$ cat config.mk
export PLATFORM = sky130hd
export DESIGN_NAME = target_arm_round_robin
export DESIGN_NICKNAME = d
export VERILOG_FILES = /design/src/sv/trr_pkg.sv /design/src/sv/target_arm_round_robin.sv
export SDC_FILE = /design/constraint.sdc
export NUM_CORES = 2
export LEC_CHECK = 0
export ABC_AREA = 1
export BUFFER_PORTS_ARGS = -buffer_cell sky130_fd_sc_hd__buf_2
export CORE_MARGIN = 5
export CORE_UTILIZATION = 40
export CTS_CLUSTER_DIAMETER = 100
export CTS_CLUSTER_SIZE = 40
export DETAILED_ROUTE_END_ITERATION = 7
export PLACE_DENSITY = 0.56
export SLEW_MARGIN = 20
export SYNTH_ARGS = -nofsm -noshare
export SYNTH_HDL_FRONTEND = slang
export SYNTH_SLANG_ARGS = --single-unit
export TNS_END_PERCENT = 30
$ cat constraint.sdc
create_clock -name aclk -period 9.04 [get_ports aclk]
set_clock_uncertainty 0.1 [all_clocks]
set_input_delay 0.904 -clock aclk [delete_from_list [all_inputs] [get_ports aclk]]
set_output_delay 0.904 -clock aclk [all_outputs]
set_load 0.005 [all_outputs]
$ cat src/sv/trr_pkg.sv
// ---------------------------------------------------------------------------
// trr_pkg
// shared types, widths, field positions and reset values of the arming block
// ---------------------------------------------------------------------------
package trr_pkg;

    localparam int MAX_NODES_DEF = 8;

    localparam int ADDR_W  = 48;
    localparam int SEQ_W   = 16;
    localparam int TIME_W  = 64;
    localparam int SESS_W  = 32;
    localparam int POS_W   = 3;
    localparam int CFG_W   = 32;
    localparam int CFG_A_W = 2;
    localparam int REQ_W   = 2;
    localparam int KIND_W  = 3;

    // input tdata layout
    localparam int IN_ADDR_LSB = 0;
    localparam int IN_SEQ_LSB  = IN_ADDR_LSB + ADDR_W;
    localparam int IN_HIT_LSB  = IN_SEQ_LSB + SEQ_W;
    localparam int IN_NOW_LSB  = IN_HIT_LSB + TIME_W;
    localparam int IN_DATA_W   = IN_NOW_LSB + TIME_W;

    // output tdata layout
    localparam int OUT_DEST_LSB  = 0;
    localparam int OUT_SESS_LSB  = OUT_DEST_LSB + ADDR_W;
    localparam int OUT_POS_LSB   = OUT_SESS_LSB + SESS_W;
    localparam int OUT_STEP_LSB  = OUT_POS_LSB + POS_W;
    localparam int OUT_STAMP_LSB = OUT_STEP_LSB + SEQ_W;
    localparam int OUT_REACT_LSB = OUT_STAMP_LSB + TIME_W;
    localparam int OUT_USED_W    = OUT_REACT_LSB + TIME_W;
    localparam int OUT_DATA_W    = ((OUT_USED_W + 7) / 8) * 8;
    localparam int OUT_PAD_W     = OUT_DATA_W - OUT_USED_W;

    typedef enum logic [REQ_W-1:0] {
        REQ_TICK  = 2'd0,
        REQ_HELLO = 2'd1,
        REQ_PRESS = 2'd2
    } req_type_t;

    typedef enum logic [KIND_W-1:0] {
        KIND_PING    = 3'd0,
        KIND_SYNC    = 3'd1,
        KIND_ARM     = 3'd2,
        KIND_HIT     = 3'd3,
        KIND_TIMEOUT = 3'd4
    } msg_kind_t;

    localparam logic [CFG_A_W-1:0] CFG_REARM_DELAY = 2'd0;
    localparam logic [CFG_A_W-1:0] CFG_ARM_TIMEOUT = 2'd1;
    localparam logic [CFG_A_W-1:0] CFG_SYNC_SETTLE = 2'd2;

    localparam logic [CFG_W-1:0] REARM_DELAY_RST = CFG_W'(1500 * 1000);
    localparam logic [CFG_W-1:0] ARM_TIMEOUT_RST = CFG_W'(15000 * 1000);
    localparam logic [CFG_W-1:0] SYNC_SETTLE_RST = CFG_W'(500 * 1000);

endpackage

$ cat src/sv/target_arm_round_robin.sv
// ---------------------------------------------------------------------------
// target_arm_round_robin
// node table, session sync and round-robin arming of reaction targets
// ---------------------------------------------------------------------------
// one item at a time: ready only in the idle state, a result may still wait
// tick session sync walks the node table and sends a sync to every node; arm or
// report tick reads one entry; hello walks the one-port node table with a
// registered read per entry; press reads one entry for its report
// output stalls hold the state machine; results are registered; synchronous
// active-low reset clears control state, not the table
module target_arm_round_robin #(
    parameter int MAX_NODES = trr_pkg::MAX_NODES_DEF
) (
    input  logic                             aclk,
    input  logic                             aresetn,
    // configuration write port
    input  logic                             cfg_we,
    input  logic [trr_pkg::CFG_A_W-1:0]      cfg_addr,
    input  logic [trr_pkg::CFG_W-1:0]        cfg_wdata,
    // input stream
    input  logic                             s_tvalid,
    output logic                             s_tready,
    // node_addr, press_seq, hit_time_us, time_us
    input  logic [trr_pkg::IN_DATA_W-1:0]    s_tdata,
    // req_type
    input  logic [trr_pkg::REQ_W-1:0]        s_tuser,
    // result stream
    output logic                             m_tvalid,
    input  logic                             m_tready,
    // dest_addr, session number, position, step_seq, stamp_us, reaction_us, zero pad
    output logic [trr_pkg::OUT_DATA_W-1:0]   m_tdata,
    // msg_kind
    output logic [trr_pkg::KIND_W-1:0]       m_tuser,
    output logic                             m_tlast
);

    localparam int IDX_W = (MAX_NODES > 1) ? $clog2(MAX_NODES) : 1;
    localparam int CNT_W = $clog2(MAX_NODES + 1);

    typedef enum logic [8:0] {
        ST_IDLE   = 9'b000000001,
        ST_DECIDE = 9'b000000010,
        ST_RD     = 9'b000000100,
        ST_CMP    = 9'b000001000,
        ST_PING   = 9'b000010000,
        ST_SSYNC  = 9'b000100000,
        ST_ASYNC  = 9'b001000000,
        ST_ARM    = 9'b010000000,
        ST_REP    = 9'b100000000
    } state_t;

    function automatic logic [trr_pkg::OUT_DATA_W-1:0] pack_out(
        input logic [trr_pkg::ADDR_W-1:0] dest,
        input logic [trr_pkg::SESS_W-1:0] sess,
        input logic [trr_pkg::POS_W-1:0]  pos,
        input logic [trr_pkg::SEQ_W-1:0]  seq,
        input logic [trr_pkg::TIME_W-1:0] stamp,
        input logic [trr_pkg::TIME_W-1:0] react
    );
        return {{trr_pkg::OUT_PAD_W{1'b0}}, react, stamp, seq, pos, sess, dest};
    endfunction

    // control state
    state_t                      state_reg, state_next;
    state_t                      ret_reg, ret_next;
    logic [IDX_W-1:0]            idx_reg, idx_next;
    logic [CNT_W-1:0]            count_reg, count_next;
    logic [trr_pkg::SESS_W-1:0]  session_reg, session_next;
    logic                        synced_reg, synced_next;
    logic [IDX_W-1:0]            ci_reg, ci_next;
    logic                        awaiting_reg, awaiting_next;
    logic [trr_pkg::SEQ_W-1:0]   step_reg, step_next;
    logic [trr_pkg::TIME_W-1:0]  arm_time_reg, arm_time_next;
    logic [trr_pkg::TIME_W-1:0]  next_arm_reg, next_arm_next;
    logic [trr_pkg::TIME_W-1:0]  deadline_reg, deadline_next;
    logic [trr_pkg::CFG_W-1:0]   rearm_reg, rearm_next;
    logic [trr_pkg::CFG_W-1:0]   timeout_reg, timeout_next;
    logic [trr_pkg::CFG_W-1:0]   settle_reg, settle_next;
    logic                        m_valid_reg, m_valid_next;

    // payload
    logic [trr_pkg::REQ_W-1:0]   req_reg, req_next;
    logic [trr_pkg::ADDR_W-1:0]  addr_reg, addr_next;
    logic [trr_pkg::SEQ_W-1:0]   seq_reg, seq_next;
    logic [trr_pkg::TIME_W-1:0]  hit_reg, hit_next;
    logic [trr_pkg::TIME_W-1:0]  now_reg, now_next;
    trr_pkg::msg_kind_t          rep_kind_reg, rep_kind_next;
    logic [IDX_W-1:0]            rep_pos_reg, rep_pos_next;
    logic [trr_pkg::SEQ_W-1:0]   rep_seq_reg, rep_seq_next;
    logic [trr_pkg::TIME_W-1:0]  rep_react_reg, rep_react_next;
    logic [trr_pkg::OUT_DATA_W-1:0] m_data_reg, m_data_next;
    logic [trr_pkg::KIND_W-1:0]  m_user_reg, m_user_next;
    logic                        m_last_reg, m_last_next;

    // node table
    logic [trr_pkg::ADDR_W-1:0]  node_mem [MAX_NODES];
    logic [trr_pkg::ADDR_W-1:0]  rd_data_reg;
    logic                        mem_we;

    // datapath helpers
    logic                        out_free;
    logic                        idx_last;
    logic [IDX_W-1:0]            ci_adv;
    logic [trr_pkg::TIME_W-1:0]  next_diff, dl_diff, react_diff;
    logic                        reach_next, reach_dl;
    logic [trr_pkg::TIME_W-1:0]  reaction;
    logic [trr_pkg::CFG_W-1:0]   settle_eff, timeout_eff;

    logic                        emit;
    trr_pkg::msg_kind_t          e_kind;
    logic [trr_pkg::ADDR_W-1:0]  e_dest;
    logic [trr_pkg::POS_W-1:0]   e_pos;
    logic [trr_pkg::SEQ_W-1:0]   e_seq;
    logic [trr_pkg::TIME_W-1:0]  e_stamp;
    logic [trr_pkg::TIME_W-1:0]  e_react;
    logic                        e_last;

    assign out_free = !m_valid_reg || m_tready;
    assign idx_last = (CNT_W'(idx_reg) + CNT_W'(1)) == count_reg;
    assign ci_adv   = ((CNT_W'(ci_reg) + CNT_W'(1)) == count_reg) ? '0
                                                                : ci_reg + IDX_W'(1);

    // a deadline counts as reached while the wrapped difference stays non-negative
    assign next_diff  = now_reg - next_arm_reg;
    assign dl_diff    = now_reg - deadline_reg;
    assign reach_next = !next_diff[trr_pkg::TIME_W-1];
    assign reach_dl   = !dl_diff[trr_pkg::TIME_W-1];
    assign react_diff = hit_reg - arm_time_reg;
    assign reaction   = (hit_reg > arm_time_reg) ? react_diff : '0;

    assign settle_eff  = (settle_reg == '0) ? trr_pkg::CFG_W'(1) : settle_reg;
    assign timeout_eff = (timeout_reg == '0) ? trr_pkg::CFG_W'(1) : timeout_reg;

    always_comb begin
        state_next     = state_reg;
        ret_next       = ret_reg;
        idx_next       = idx_reg;
        count_next     = count_reg;
        session_next   = session_reg;
        synced_next    = synced_reg;
        ci_next        = ci_reg;
        awaiting_next  = awaiting_reg;
        step_next      = step_reg;
        arm_time_next  = arm_time_reg;
        next_arm_next  = next_arm_reg;
        deadline_next  = deadline_reg;
        rearm_next     = rearm_reg;
        timeout_next   = timeout_reg;
        settle_next    = settle_reg;
        req_next       = req_reg;
        addr_next      = addr_reg;
        seq_next       = seq_reg;
        hit_next       = hit_reg;
        now_next       = now_reg;
        rep_kind_next  = rep_kind_reg;
        rep_pos_next   = rep_pos_reg;
        rep_seq_next   = rep_seq_reg;
        rep_react_next = rep_react_reg;
        m_valid_next   = m_valid_reg && !m_tready;
        m_data_next    = m_data_reg;
        m_user_next    = m_user_reg;
        m_last_next    = m_last_reg;
        mem_we         = 1'b0;
        emit           = 1'b0;
        e_kind         = trr_pkg::KIND_PING;
        e_dest         = '0;
        e_pos          = '0;
        e_seq          = '0;
        e_stamp        = '0;
        e_react        = '0;
        e_last         = 1'b0;

        if (cfg_we) begin
            case (cfg_addr)
                trr_pkg::CFG_REARM_DELAY: rearm_next   = cfg_wdata;
                trr_pkg::CFG_ARM_TIMEOUT: timeout_next = cfg_wdata;
                trr_pkg::CFG_SYNC_SETTLE: settle_next  = cfg_wdata;
                default: ;
            endcase
        end

        case (state_reg)
            ST_IDLE: begin
                if (s_tvalid) begin
                    req_next   = s_tuser;
                    addr_next  = s_tdata[trr_pkg::IN_ADDR_LSB +: trr_pkg::ADDR_W];
                    seq_next   = s_tdata[trr_pkg::IN_SEQ_LSB +: trr_pkg::SEQ_W];
                    hit_next   = s_tdata[trr_pkg::IN_HIT_LSB +: trr_pkg::TIME_W];
                    now_next   = s_tdata[trr_pkg::IN_NOW_LSB +: trr_pkg::TIME_W];
                    state_next = ST_DECIDE;
                end
            end
            ST_DECIDE: begin
                state_next = ST_IDLE;
                case (req_reg)
                    trr_pkg::REQ_TICK: begin
                        if (count_reg == '0) begin
                            state_next = ST_IDLE;
                        end else if (!synced_reg) begin
                            // once per session: sync every node, first arm waits
                            session_next  = session_reg + trr_pkg::SESS_W'(1);
                            synced_next   = 1'b1;
                            next_arm_next = now_reg + trr_pkg::TIME_W'(settle_eff);
                            idx_next      = '0;
                            ret_next      = ST_SSYNC;
                            state_next    = ST_RD;
                        end else if (!awaiting_reg && reach_next) begin
                            idx_next      = ci_reg;
                            step_next     = step_reg + trr_pkg::SEQ_W'(1);
                            arm_time_next = now_reg;
                            awaiting_next = 1'b1;
                            deadline_next = now_reg + trr_pkg::TIME_W'(timeout_eff);
                            ret_next      = ST_ASYNC;
                            state_next    = ST_RD;
                        end else if (awaiting_reg && reach_dl) begin
                            idx_next       = ci_reg;
                            rep_kind_next  = trr_pkg::KIND_TIMEOUT;
                            rep_pos_next   = ci_reg;
                            rep_seq_next   = step_reg;
                            rep_react_next = '0;
                            awaiting_next  = 1'b0;
                            ci_next        = ci_adv;
                            next_arm_next  = now_reg;
                            ret_next       = ST_REP;
                            state_next     = ST_RD;
                        end
                    end
                    trr_pkg::REQ_HELLO: begin
                        if (count_reg >= CNT_W'(MAX_NODES)) begin
                            state_next = ST_IDLE;
                        end else if (count_reg == '0) begin
                            state_next = ST_PING;
                        end else begin
                            idx_next   = '0;
                            ret_next   = ST_CMP;
                            state_next = ST_RD;
                        end
                    end
                    trr_pkg::REQ_PRESS: begin
                        if (awaiting_reg && (seq_reg == step_reg)) begin
                            idx_next       = ci_reg;
                            rep_kind_next  = trr_pkg::KIND_HIT;
                            rep_pos_next   = ci_reg;
                            rep_seq_next   = step_reg;
                            rep_react_next = reaction;
                            awaiting_next  = 1'b0;
                            ci_next        = ci_adv;
                            next_arm_next  = now_reg + trr_pkg::TIME_W'(rearm_reg);
                            ret_next       = ST_REP;
                            state_next     = ST_RD;
                        end
                    end
                    default: state_next = ST_IDLE;
                endcase
            end
            ST_RD: begin
                // table read of idx_reg lands in rd_data_reg
                state_next = ret_reg;
            end
            ST_CMP: begin
                if (rd_data_reg == addr_reg) begin
                    state_next = ST_IDLE;
                end else if (idx_last) begin
                    state_next = ST_PING;
                end else begin
                    idx_next   = idx_reg + IDX_W'(1);
                    state_next = ST_RD;
                end
            end
            ST_PING: begin
                if (out_free) begin
                    mem_we     = 1'b1;
                    count_next = count_reg + CNT_W'(1);
                    emit       = 1'b1;
                    e_kind     = trr_pkg::KIND_PING;
                    e_dest     = addr_reg;
                    e_last     = 1'b1;
                    state_next = ST_IDLE;
                end
            end
            ST_SSYNC: begin
                if (out_free) begin
                    emit    = 1'b1;
                    e_kind  = trr_pkg::KIND_SYNC;
                    e_dest  = rd_data_reg;
                    e_stamp = now_reg;
                    e_last  = idx_last;
                    if (idx_last) begin
                        state_next = ST_IDLE;
                    end else begin
                        idx_next   = idx_reg + IDX_W'(1);
                        state_next = ST_RD;
                    end
                end
            end
            ST_ASYNC: begin
                if (out_free) begin
                    emit    = 1'b1;
                    e_kind  = trr_pkg::KIND_SYNC;
                    e_dest  = rd_data_reg;
                    e_stamp = now_reg;
                    // a one-entry node table drops the arm message
                    e_last     = (MAX_NODES < 2);
                    state_next = (MAX_NODES < 2) ? ST_IDLE : ST_ARM;
                end
            end
            ST_ARM: begin
                if (out_free) begin
                    emit       = 1'b1;
                    e_kind     = trr_pkg::KIND_ARM;
                    e_dest     = rd_data_reg;
                    e_pos      = trr_pkg::POS_W'(ci_reg);
                    e_seq      = step_reg;
                    e_last     = 1'b1;
                    state_next = ST_IDLE;
                end
            end
            ST_REP: begin
                if (out_free) begin
                    emit       = 1'b1;
                    e_kind     = rep_kind_reg;
                    e_dest     = rd_data_reg;
                    e_pos      = trr_pkg::POS_W'(rep_pos_reg);
                    e_seq      = rep_seq_reg;
                    e_react    = rep_react_reg;
                    e_last     = 1'b1;
                    state_next = ST_IDLE;
                end
            end
            default: state_next = ST_IDLE;
        endcase

        if (emit) begin
            m_valid_next = 1'b1;
            m_data_next  = pack_out(e_dest, session_reg, e_pos, e_seq, e_stamp, e_react);
            m_user_next  = e_kind;
            m_last_next  = e_last;
        end
    end

    always_ff @(posedge aclk) begin
        if (!aresetn) begin
            state_reg    <= ST_IDLE;
            ret_reg      <= ST_IDLE;
            idx_reg      <= '0;
            count_reg    <= '0;
            session_reg  <= '0;
            synced_reg   <= 1'b0;
            ci_reg       <= '0;
            awaiting_reg <= 1'b0;
            step_reg     <= '0;
            arm_time_reg <= '0;
            next_arm_reg <= '0;
            deadline_reg <= '0;
            rearm_reg    <= trr_pkg::REARM_DELAY_RST;
            timeout_reg  <= trr_pkg::ARM_TIMEOUT_RST;
            settle_reg   <= trr_pkg::SYNC_SETTLE_RST;
            m_valid_reg  <= 1'b0;
        end else begin
            state_reg    <= state_next;
            ret_reg      <= ret_next;
            idx_reg      <= idx_next;
            count_reg    <= count_next;
            session_reg  <= session_next;
            synced_reg   <= synced_next;
            ci_reg       <= ci_next;
            awaiting_reg <= awaiting_next;
            step_reg     <= step_next;
            arm_time_reg <= arm_time_next;
            next_arm_reg <= next_arm_next;
            deadline_reg <= deadline_next;
            rearm_reg    <= rearm_next;
            timeout_reg  <= timeout_next;
            settle_reg   <= settle_next;
            m_valid_reg  <= m_valid_next;
        end
    end

    always_ff @(posedge aclk) begin
        req_reg       <= req_next;
        addr_reg      <= addr_next;
        seq_reg       <= seq_next;
        hit_reg       <= hit_next;
        now_reg       <= now_next;
        rep_kind_reg  <= rep_kind_next;
        rep_pos_reg   <= rep_pos_next;
        rep_seq_reg   <= rep_seq_next;
        rep_react_reg <= rep_react_next;
        m_data_reg    <= m_data_next;
        m_user_reg    <= m_user_next;
        m_last_reg    <= m_last_next;
    end

    // one write and one registered read per cycle; the write only happens in
    // the ping state and no read of that entry follows in the same item
    always_ff @(posedge aclk) begin
        if (mem_we) begin
            node_mem[count_reg[IDX_W-1:0]] <= addr_reg;
        end
        rd_data_reg <= node_mem[idx_reg];
    end

    assign s_tready = (state_reg == ST_IDLE);
    assign m_tvalid = m_valid_reg;
    assign m_tdata  = m_data_reg;
    assign m_tuser  = m_user_reg;
    assign m_tlast  = m_last_reg;

endmodule

# Yosys cells after proc, flatten, opt, wreduce, memory -nomap -nowiden

Memory sizes are Yosys's and may differ from the RTL's. A register that Yosys moved wholly into a read port is not among the register bits.
Index checks and enable logic that the tools add are counted.

Register bits after elaboration: 878
Bits in writable memories: 384
Output and inout bits: 238
Word-level logic and storage cells: 226
Memories kept: 1

Add/subtract/negate cells: 13
$lt $le $gt $ge: 2
Equality and inequality tests: 39
Multiplexer cells: 101
Bitwise logic cells: 2
Reduce and logical (&&, ||, !) cells: 38

Memory list:

| name     | depth | bits a word | rd ports | clocked after memory_dff | wr ports | RTL line                     | RTL |
|---|---|---|---|---|---|---|---|
| node_mem | 8     | 48          | 1        | 1                        | 1        | target_arm_round_robin.sv:96 | `logic [trr_pkg::ADDR_W-1:0] node_mem [MAX_NODES];` |

Operators by type and width:

| cell                    | number |
|---|---|
| $mux W64                | 11 |
| $pmux W64 S2            | 2 |
| $add A64 B32 Y64        | 3 |
| $sub A64 B64 Y64        | 3 |
| $mux W16                | 7 |
| $mux W3                 | 33 |
| $mux W9                 | 11 |
| $mux W48                | 2 |
| $pmux W48 S2            | 1 |
| $gt A64 B64 Y1          | 1 |
| $logic_not A32 Y1       | 2 |
| $mux W32                | 2 |
| $pmux W16 S2            | 2 |
| $pmux W9 S7             | 1 |
| $pmux W9 S3             | 2 |
| $eq A48 B48 Y1          | 1 |
| $add A32 B1 Y32 const B | 1 |
| $pmux W3 S3             | 3 |
| $pmux W3 S2             | 4 |
| $ne A2 B2 Y1 const B    | 11 |
| $ne A3 B3 Y1 const B    | 7 |
| $mux W5                 | 4 |
| $add A16 B1 Y16 const B | 1 |
| $eq A16 B16 Y1          | 1 |
| other kinds (42)        | 79 |

# Depth between registers and ports, before layout

Word-level depth: 9
Mapped depth: 23
Gate-level depth less buffers: 23

# Worst setup path after synthesis

Ideal clock, no wire load.

Kind: input to register
Start point: input s_tvalid
End point: register addr_reg[0] in the netlist's numbering (enable)
Setup time: 0.751 ns
Data arrival time: 8.935 ns
Path slack: -0.746 ns
Cell stages on the path: 2
Path buffers: 0
Cell sequence: inv_1 > nor2_1

Cells in the longest elaborated chain, start to end: 1

Ends and longest elaborated chain:

| what                        | RTL line                      | RTL |
|---|---|---|
| start, declared             | target_arm_round_robin.sv:21  | `input logic s_tvalid,` |
| $reduce_and A2 Y1 (no line) | n/a                           |  |
| end signal, assigned        | target_arm_round_robin.sv:381 | `addr_reg <= addr_next;` |
| end, declared               | target_arm_round_robin.sv:83  | `logic [trr_pkg::ADDR_W-1:0] addr_reg, addr_next;` |

No other way between the ends.
A chain may end at the register's enable or synchronous reset.

# Worst setup path in the final report

Start point: register now_reg[1] in the netlist's numbering
End point: register arm_time_reg[1] in the netlist's numbering

Cells in the longest elaborated chain, start to end: 4

Ends and longest elaborated chain:

| what                        | RTL line                      | RTL |
|---|---|---|
| start, declared             | target_arm_round_robin.sv:86  | `logic [trr_pkg::TIME_W-1:0] now_reg, now_next;` |
| start signal, assigned      | target_arm_round_robin.sv:384 | `now_reg <= now_next;` |
| $sub A64 B64 Y64            | target_arm_round_robin.sv:124 | `assign next_diff = now_reg - next_arm_reg;` |
| $logic_not A1 Y1            | target_arm_round_robin.sv:126 | `assign reach_next = !next_diff[trr_pkg::TIME_W-1];` |
| $logic_and A1 B1 Y1         | target_arm_round_robin.sv:207 | `end else if (!awaiting_reg && reach_next) begin` |
| $reduce_and A5 Y1 (no line) | n/a                           |  |
| end signal, assigned        | target_arm_round_robin.sv:369 | `arm_time_reg <= arm_time_next;` |
| end, declared               | target_arm_round_robin.sv:73  | `logic [trr_pkg::TIME_W-1:0] arm_time_reg, arm_time_next;` |

Several ways; a longest one is shown, not always the timed one.

==> results.sh <==
export IMPL_status="completed"
export IMPL_grt_overflow=0
export IMPL_synth_seq_area_share=0.544
export IMPL_period_minus_slack_ns=5.17
export IMPL_largest_register_ffs=384
export IMPL_htreeDepth=2
export IMPL_antenna_found_initial=8
export IMPL_fin_area_mm2=0.0706
export IMPL_synth_cells=7130
export IMPL_drtAntennaViolNets=0
export IMPL_via_per_inst=5.38
export IMPL_avgRoutedWirePerCell_um=23.5
export IMPL_synth_area_per_cell_um2=9.05
export IMPL_async_flop_share=0
export IMPL_post_route_util=0.440
export IMPL_ys_warn_count=0
export IMPL_drtIter0Drc=5102
export IMPL_clock_path_buffers=3
export IMPL_hpwl_um=166000
export IMPL_vias=51600
export IMPL_first_global_vias=48500
export IMPL_synth_cell_types=69
export IMPL_critPathMaxFanout=68
export IMPL_start_kind="flip-flop"
export IMPL_cts_hold_buffers=0
export IMPL_synth_seq_cells=1305
export IMPL_drive_above_1_share=0.0952
export IMPL_layout_common_cells="nor2_1 (1138), nand2_1 (964), edfxtp_1 (894), inv_1 (806), o21ai_0 (626)"
export IMPL_syn_to_final_growth_pct=9.53
export IMPL_clock_sinks=1305
export IMPL_p_leak_nw=27.0
export IMPL_grt_pass1_wl_um=326000
export IMPL_crit_type="flip-flop to flip-flop"
export IMPL_cp_arrival_ns=5.65
export IMPL_die_width_um=412
export IMPL_crit_path_end_kind="flip-flop"
export IMPL_hold_viol_final=0
export IMPL_core_area_mm2=0.160
export IMPL_required_ns=9.52
export IMPL_wl_um=226000
export IMPL_gr_usage_met1=0.362
export IMPL_max_freq_mhz=194
export IMPL_post_cts_setup_buffers=0
export IMPL_drt_pass1_iter_count=6
export IMPL_grt_start_max_net_pins=130
export IMPL_cts_root_buf="clkbuf_16"
export IMPL_nNetsFinal=7927
export IMPL_use_met3=0.0277
export IMPL_synth_area_mm2=0.0645
export IMPL_rsz0062_at_grt="no"
export IMPL_post_cts_resized=0
export IMPL_hold_path_class="primary input to flip-flop"
export IMPL_gp_congestion=0.998
export IMPL_num_rows=147
export IMPL_grt_met2_usage=0.420
export IMPL_port_buffers=465
export IMPL_power_density_mw_per_mm2=224
export IMPL_setup_viol=0
export IMPL_clk_pin_slew_ns=0.15
export IMPL_max_slew_margin_rel=0.167
export IMPL_synth_edf_count=894
export IMPL_setup_tns_ns=0
export IMPL_worst_slew_pin_slew_ns=1.24
export IMPL_peakVddDrop_v=0.000180
export IMPL_drv_slew=0
export IMPL_numCtsBuffers=49
export IMPL_placed_area_mm2=0.0688
export IMPL_die_h_um=412
export IMPL_num_io_pins=471
export IMPL_worst_skew_pair_late_latency_ns=0.75
export IMPL_synth_flop_cell="edfxtp_1"
export IMPL_drc_errors=0
export IMPL_maxCapViolCount=0
export IMPL_grt_busiest_layer="met2"
export IMPL_initial_core_util=0.402
export IMPL_final_common_cell="nor2_1"
export IMPL_cts_tree="yes"
export IMPL_fin_crit_sh=0.572
export IMPL_dieArea_mm2=0.169
export IMPL_grt_use_total=0.257
final timing paths:
path              startpoint         endpoint  slack, ns  cells past startpoint
max               now_reg[1]  arm_time_reg[1]       3.87                     20
max reg2reg       now_reg[1]  arm_time_reg[1]       3.87                     20
min reg2reg  session_reg[22]      m_tdata[70]       0.35                      0
min              s_tdata[14]     addr_reg[14]       0.22                      1
critical path, stage by stage, from the launching register on:
cell and delay [ns]:
edfxtp_1 0.78, ha_1 0.35, nand2_1 0.06, inv_1 0.03, nand2_1 0.04, nand2_1 0.10
nand2_1 0.08, nand2_1 0.11, nand2_1 0.09, nand2_1 0.19, nand2_1 0.11, nand2_1 0.15
nand2_1 0.25, nand2_1 0.08, nand2_1 0.08, nand2_1 0.09, nor2_4 0.16, nand3b_4 0.52
buf_4 0.59, o21ai_0 0.83, a21oi_1 0.13
kinds of logic after synthesis:
| logic type | after synthesis | share of synthesized area |
|---|---|---|
| other cells | 1 | 0.0000581 |
| flops | 1305 | 0.544 |
| xor+xnor | 192 | 0.0261 |
| simple gates | 2658 | 0.171 |
| mux | 1 | 0.000155 |
| fa+ha+maj | 298 | 0.0583 |
| buf+inv | 1136 | 0.0678 |
| compound gates | 1539 | 0.133 |
where the power goes:
part,switching [mW],internal (mW)
logic,3.25,1.46
registers,0.687,7.21
clock network,2.09,1.15
cell usage after synthesis (21+ instances only):
master	count	area, µm²
xnor2_1	80	701
inv_1	811	3040
nor2_1	1143	4290
or2_2	21	131
nor3_1	119	596
a31oi_1	92	576
o21a_1	27	203
buf_2	34	170
ha_1	294	3680
a32o_1	42	420
o21bai_1	33	248
a21oi_1	550	2750
a21o_1	33	248
nand4_1	53	332
edfxtp_1	894	26800
nand2_1	966	3630
nand3_1	230	1150
clkbuf_1	243	912
o21ai_0	626	3130
xor2_1	112	981
nor4_1	46	288
o22ai_1	52	325
dfxtp_1	411	8230
stage by stage:
stage | worst slack (ns) | instances | power, mW | hold WS [ns]
floorplan | 2.23 | 7134 | 10.7 | 0.308
global placement | 4.02 | 9505 | 12.7 | 0.322
detailed placement | 3.97 | 9505 | 12.7 | 0.315
CTS | 3.96 | 9596 | 15.9 | 0.157
global route | 3.70 | 9596 | 16.7 | 0.161
finish | 3.87 | 9598 | 15.9 | 0.217
routing by layer:
layer / share of wire / wire [µm]
met3: 0.061 / 13700
met5: 0.000089 / 20
met4: 0.034 / 7780
met2: 0.46 / 104000
met1: 0.44 / 100000
final cells by class:
| type | count | area [µm²] |
|---|---|---|
| clock buffers | 62 | 1300 |
| well taps | 2160 | 2700 |
| diodes | 2 | 5.00 |
| clock inverters | 29 | 539 |
| flip-flops and latches | 1305 | 35100 |
| fillers | 16000 | 89700 |
| repair buffers | 517 | 2740 |
| multi-input cells | 4693 | 25200 |
| inverters | 830 | 3130 |
Power figures use the tool's default switching activity.
